[src/design/mtg_pkg.sv]
// Shared types, constants and word functions of the MT19937 generator.
package mtg_pkg;

    localparam int STORE_LEN = 624;
    localparam int FAR_OFF   = 397;
    localparam int ADDR_W    = $clog2(STORE_LEN);
    localparam int WORD_W    = 32;

    typedef logic [WORD_W-1:0] t_word;
    typedef logic [ADDR_W-1:0] t_addr;

    localparam t_addr LAST_ADDR  = t_addr'(STORE_LEN - 1);
    localparam t_addr FAR_WRAP   = t_addr'(STORE_LEN - FAR_OFF);
    localparam t_addr FAR_STEP   = t_addr'(FAR_OFF);

    localparam t_word SEED_RESET = 32'd5489;
    localparam t_word INIT_MUL   = 32'd1812433253;
    localparam t_word TWIST_MAT  = 32'h9908b0df;
    localparam t_word UPPER_MASK = 32'h80000000;
    localparam t_word LOWER_MASK = 32'h7fffffff;
    localparam t_word TEMPER_B   = 32'h9d2c5680;
    localparam t_word TEMPER_C   = 32'hefc60000;

    typedef enum logic [2:0] {
        ST_IDLE,
        ST_FILL_MUL,
        ST_FILL_ADD,
        ST_READ,
        ST_MIX
    } t_state;

    function automatic t_word mix_word(input t_word upper_src, input t_word lower_src,
                                       input t_word far);
        t_word h;
        t_word r;
        h = (upper_src & UPPER_MASK) | (lower_src & LOWER_MASK);
        r = far ^ (h >> 1);
        if (h[0]) begin
            r = r ^ TWIST_MAT;
        end
        return r;
    endfunction

    function automatic t_word temper(input t_word e);
        t_word y;
        y = e ^ (e >> 11);
        y = y ^ ((y << 7) & TEMPER_B);
        y = y ^ ((y << 15) & TEMPER_C);
        y = y ^ (y >> 18);
        return y;
    endfunction

endpackage

[src/design/mtg_ifs.sv]


interface mtg_word_if;
    logic        valid;
    logic        ready;
    logic [31:0] random_word;

    modport source (output valid, output random_word, input ready);
    modport sink   (input valid, input random_word, output ready);
endinterface

[src/design/mtg_out.sv]
// Output stage: tempers a freshly twisted state word and holds it until the beat is taken.
module mtg_out (
    input  logic          i_clk,
    input  logic          i_rst_n,
    input  logic          i_load,
    input  mtg_pkg::t_word i_word,
    output logic          o_free,
    mtg_word_if.source    o_word
);
    import mtg_pkg::*;

    logic  r_valid;
    t_word r_word;

    assign o_free = !r_valid || o_word.ready;

    always_ff @(posedge i_clk) begin
        if (!i_rst_n) begin
            r_valid <= 1'b0;
        end else if (i_load) begin
            r_valid <= 1'b1;
        end else if (o_word.ready) begin
            r_valid <= 1'b0;
        end
    end

    always_ff @(posedge i_clk) begin
        if (i_load) begin
            r_word <= temper(i_word);
        end
    end

    assign o_word.valid       = r_valid;
    assign o_word.random_word = r_word;

endmodule

[src/flat_wrapper.sv]
// flat-port wrapper written by rule: the top's interface ports become plain ports
module mtg_out_flat import mtg_pkg::*;
  (i_clk, i_rst_n, i_load, i_word, o_free, o_word_valid, o_word_random_word, o_word_ready);
  mtg_word_if o_word_i ();
  input  logic i_clk;
  input  logic i_rst_n;
  input  logic i_load;
  input  mtg_pkg::t_word i_word;
  output logic o_free;
  output wire logic [$bits(o_word_i.valid)-1:0] o_word_valid;
  output wire logic [$bits(o_word_i.random_word)-1:0] o_word_random_word;
  input wire logic [$bits(o_word_i.ready)-1:0] o_word_ready;
  assign o_word_valid = o_word_i.valid;
  assign o_word_random_word = o_word_i.random_word;
  assign o_word_i.ready = o_word_ready;
  mtg_out u_core (.i_clk(i_clk), .i_rst_n(i_rst_n), .i_load(i_load), .i_word(i_word), .o_free(o_free), .o_word(o_word_i));
endmodule
[config.mk]
export PLATFORM = sky130hd
export DESIGN_NAME = mtg_out_flat
export DESIGN_NICKNAME = d
export VERILOG_FILES = /design/src/design/mtg_pkg.sv /design/src/design/mtg_ifs.sv /design/src/design/mtg_out.sv /design/src/flat_wrapper.sv
export SDC_FILE = /design/constraint.sdc
export NUM_CORES = 1
export LEC_CHECK = 0
export ABC_AREA = 1
export BUFFER_PORTS_ARGS = -buffer_cell sky130_fd_sc_hd__buf_2
export CAP_MARGIN = 20
export CORE_MARGIN = 5
export CORE_UTILIZATION = 45
export CTS_CLUSTER_DIAMETER = 200
export DETAILED_ROUTE_END_ITERATION = 10
export GPL_ROUTABILITY_DRIVEN = 0
export HOLD_SLACK_MARGIN = 0.05
export PLACE_DENSITY = 0.85
export SLEW_MARGIN = 20
export SYNTH_ARGS = -nofsm -noshare
export SYNTH_HDL_FRONTEND = slang
export SYNTH_SLANG_ARGS = --single-unit
[constraint.sdc]
create_clock -name i_clk -period 2.3 [get_ports i_clk]
set_input_delay 0 -clock i_clk [delete_from_list [all_inputs] [get_ports i_clk]]
set_output_delay 0 -clock i_clk [all_outputs]
set_load 0.1 [all_outputs]
Word-level counts from Yosys, hierarchy flattened --
Index checks and enable logic that the tools add are counted.
Word-level totals: logic and storage cells 11, register bits after elaboration 33, output and inout bits 34, bits of input ports 36
Cells by class: bitwise operators 4, muxes and demuxes 2, reduce and logical (&&, ||, !) cells 3
Operator list (number):
- 32-bit XOR | 2
- 32-bit by 14-bit XOR with 32-bit output | 1
- 32-bit by 21-bit XOR with 32-bit output | 1
- 1-bit 2-to-1 mux | 2
- 2-bit nonzero test | 1
- 1-bit zero test | 1
- 1-bit logical OR | 1

Longest topological paths before layout --
word-level depth 4, gate-level depth with buffers 10, gate-level depth less buffers 10

Least setup slack after synthesis --
Ideal clock, no wire load.
path kind register -> register, start reg u_core.o_word.valid (netlist name), end reg u_core.r_valid, in the netlist u_core.o_word.valid, setup time 0.089 ns, data arrival time 2.082 ns, setup slack 0.130 ns, path buffers 0, stages on the path, launching flop included 3, required time 2.211 ns, period minus slack after synthesis 2.170 ns, cell sequence dfxtp_1 -> nand2_1 -> a21boi_0
RTL lines:
- to (signal assigned) | RTL line mtg_out.sv:19 | r_valid <= 1'b0;
- to (signal assigned) | RTL line mtg_out.sv:21 | r_valid <= 1'b1;
- to (signal assigned) | RTL line mtg_out.sv:23 | r_valid <= 1'b0;
- to (decl) | RTL line mtg_out.sv:12 | logic r_valid;

Worst setup path in the final report --
start in i_load, end reg u_core.r_valid, in the netlist u_core.o_word.valid
On the way: word-level cells in the longest chain between the ends 1, elaborated cells between the ends (all ways) 2, classes of those cells mux: 1; reduce/logical: 1
RTL lines:
- from (decl) | RTL line flat_wrapper.sv:7 | input logic i_load;
- 1-bit 2-to-1 mux or 2-bit nonzero test (tied branches)
Parallel ways exist; a longest one is shown, timed or not. A chain may end at the register's enable or synchronous reset.

==> results.yml <==
clock_network:
  cts.path.max_buffers: 2
  clock-sinks: 33
  cts_setup_buffers: 0
  clkLatencyLatePin_ns: 0.27
  ctsHtreeMaxLevel: 2
  numCtsBuffers: 5
  ctsResizeCount: 0
  root_buffer: "clkbuf_8"
  clk_pin_slew_ns: 0.07
  cts_tree: "done"
floorplanning:
  core_um2: 4030
  start_util: 0.469
  die_height_um: 74.8
  num_rows: 23
  die_x_um: 74.8
  dieArea_um2: 5600
  io_pins: 70
placement:
  dp_hpwl_um: 3180
  io_buffer_count: 69
  pre_cts_slack_ns: 1.13
power:
  p_per_area_nw_per_um2: 922
  max-vdd-ir-drop_uv: 358
  p_leak_nw: 1.23
setup_path:
  critPathLaunch: "i_load"
  cp_max_fo: 33
  cp-end-kind: "flop"
  critical_path_arrival_ns: 1.42
  r2r_end: "u_core.o_word.valid"
  worstPathRequired_ns: 2.51
  path_class: "in2reg"
  ff2ff_path_depth: 3
  cp-start-kind: "primary input"
  r2r_slack_ns: 1.11
  r2r_start: "u_core.o_word.valid"
worst_hold_path:
  holdPathStages: 2
  hold_end: "u_core.o_word.random_word[15]"
  min_from: "i_word[15]"
  hp-class: "in2reg"
global_routing:
  grt_remaining_overflow: 0
  grt_pass1_vias: 1481
  track_usage: 0.147
  grt_pass1_wl_um: 6220
  antenna_found_initial: 0
  grt_max_degree: 34
sta:
  post-route-period-util: 0.523
  fmaxAchievable_mhz: 832
  setup_violations: 0
  rsz0062_at_grt: "false"
  drv_slew: 0
  worst_slack_ns: 1.10
  fin_worst_skew_ns: 0
  fin_tns_setup_ns: 0
  fin_crit_ns: 1.20
  slew-limit-headroom: 0.542
  hold_viol: 0
  worst_slew_pin_slew_ns: 0.688
routing:
  postRouteAntennaNets: 0
  routed-via-count: 1549
  post_drt_wl_per_cell_um: 11.5
  post-route-drc-count: 0
  via_per_inst: 4.60
  drt_wl_total_um: 3890
  first_pass_iters: 5
  first_iter_violations: 127
finish:
  antenna_cells: 0
  regArea_um2: 981
  final_nets: 322
  utilization: 0.595
  fill_cells: 366
  multi_input_area_um2: 793
  drive_above_1_share: 0.307
  syn2layout_area_growth_pct: 26.8
synth:
  yosysSeqAreaShare: 0.519
  synthCells: 209
  syn_area_per_cell_um2: 9.05
  ys_types: 17
  synth_seq_cells: 33
  ys.warnings.count: 0
  syn_area_um2: 1890
  synth_nets: 245
run:
  drv_cap: 0
status:
  status: "finished, final reports clean"
state kept, by name (all words and copies together), names as in the netlist:
signal                     count
u_core.o_word.valid            1
u_core.o_word.random_word     32
how the worst max path moves through the flow:
stage / end / slack (ns) / cells past startpoint
final: u_core.o_word.valid / 1.10 / 4
after CTS: u_core.o_word.valid / 1.13 / 4
after global routing: u_core.o_word.valid / 0.94 / 4
after detailed placement: u_core.o_word.random_word[6] / 1.13 / 7
after global placement: u_core.o_word.random_word[0] / 1.14 / 7
after floorplan: u_core.o_word.valid / 0.13 / 2
worst max-delay path, cell delays in order:
cell and delay, ns:
buf_2 0.53, inv_1 0.08, a21boi_0 0.21, dlygate4sd3_1 0.58
routing by layer:
layer,GRT usage,part of all wire,vias up
li1,-,-,803
met1,0.155,0.38,685
met2,0.288,0.54,53
met3,0.0347,0.069,8
met4,0.0415,0.013,0
met5,0,0,-
where the power goes:
part | internal (mW) | switching, mW
Sequential | 0.770 | 0.0195
Combinational | 0.169 | 0.815
Clock | 0.244 | 0.194
kinds of logic after synthesis:
family                    Yosys count  synth area share
and+or+nand+nor                   112             0.246
xor gates and xnor gates           34             0.169
DFF                                33             0.519
buffers and inverters              29            0.0615
AOI/OAI and AO/OA                   1           0.00397
per-stage QoR:
stage,power (mW),instances,hold WS (ns),cell area (um2)
3_5_place_dp,1.79,327,0.266,2290
3_3_place_gp,1.77,327,0.256,2290
5_1_grt,2.31,337,0.0954,2400
6_report,2.21,337,0.0957,2400
4_1_cts,2.23,337,0.0939,2400
2_1_floorplan,1.61,209,0.112,1890
what timing repair did:
action                                 in CTS  in global routing
hold buffers                                2                  0
endpoints found under the hold margin       1                  0
setup endpoints to repair                   0                  0
cells in the mapped netlist:
cell type	count	share of area
nand2_1	89	0.18
inv_2	2	0.0040
inv_1	26	0.052
nor2_2	1	0.0033
xnor2_1	14	0.065
xor2_1	17	0.079
nand4_1	1	0.0033
buf_6	1	0.0060
xor2_2	3	0.026
nand3_1	10	0.026
edfxtp_1	32	0.51
nor2_1	1	0.0020
nand2_2	7	0.023
or2_1	1	0.0033
dfxtp_1	1	0.011
a21boi_0	1	0.0040
nand3b_1	2	0.0079
cell type report:
cell class | count | share of cell area
Timing Repair Buffer | 71 | 0.152
Tap cell | 50 | 0.0261
Sequential cell | 33 | 0.409
Inverter | 28 | 0.0438
Clock buffer | 8 | 0.0376
Multi-Input combinational cell | 147 | 0.331
layout by cell type (no fill, tap or decap), drive strengths merged:
cell type / n
a21boi: 1
xnor2: 14
nand3: 10
xor2: 20
nand4: 1
dlygate4sd3: 2
buf: 69
clkbuf: 8
nand3b: 2
edfxtp: 32
dfxtp: 1
inv: 28
nand2: 96
or2: 1
nor2: 2
No activity file was read; power rests on OpenSTA's default activity.
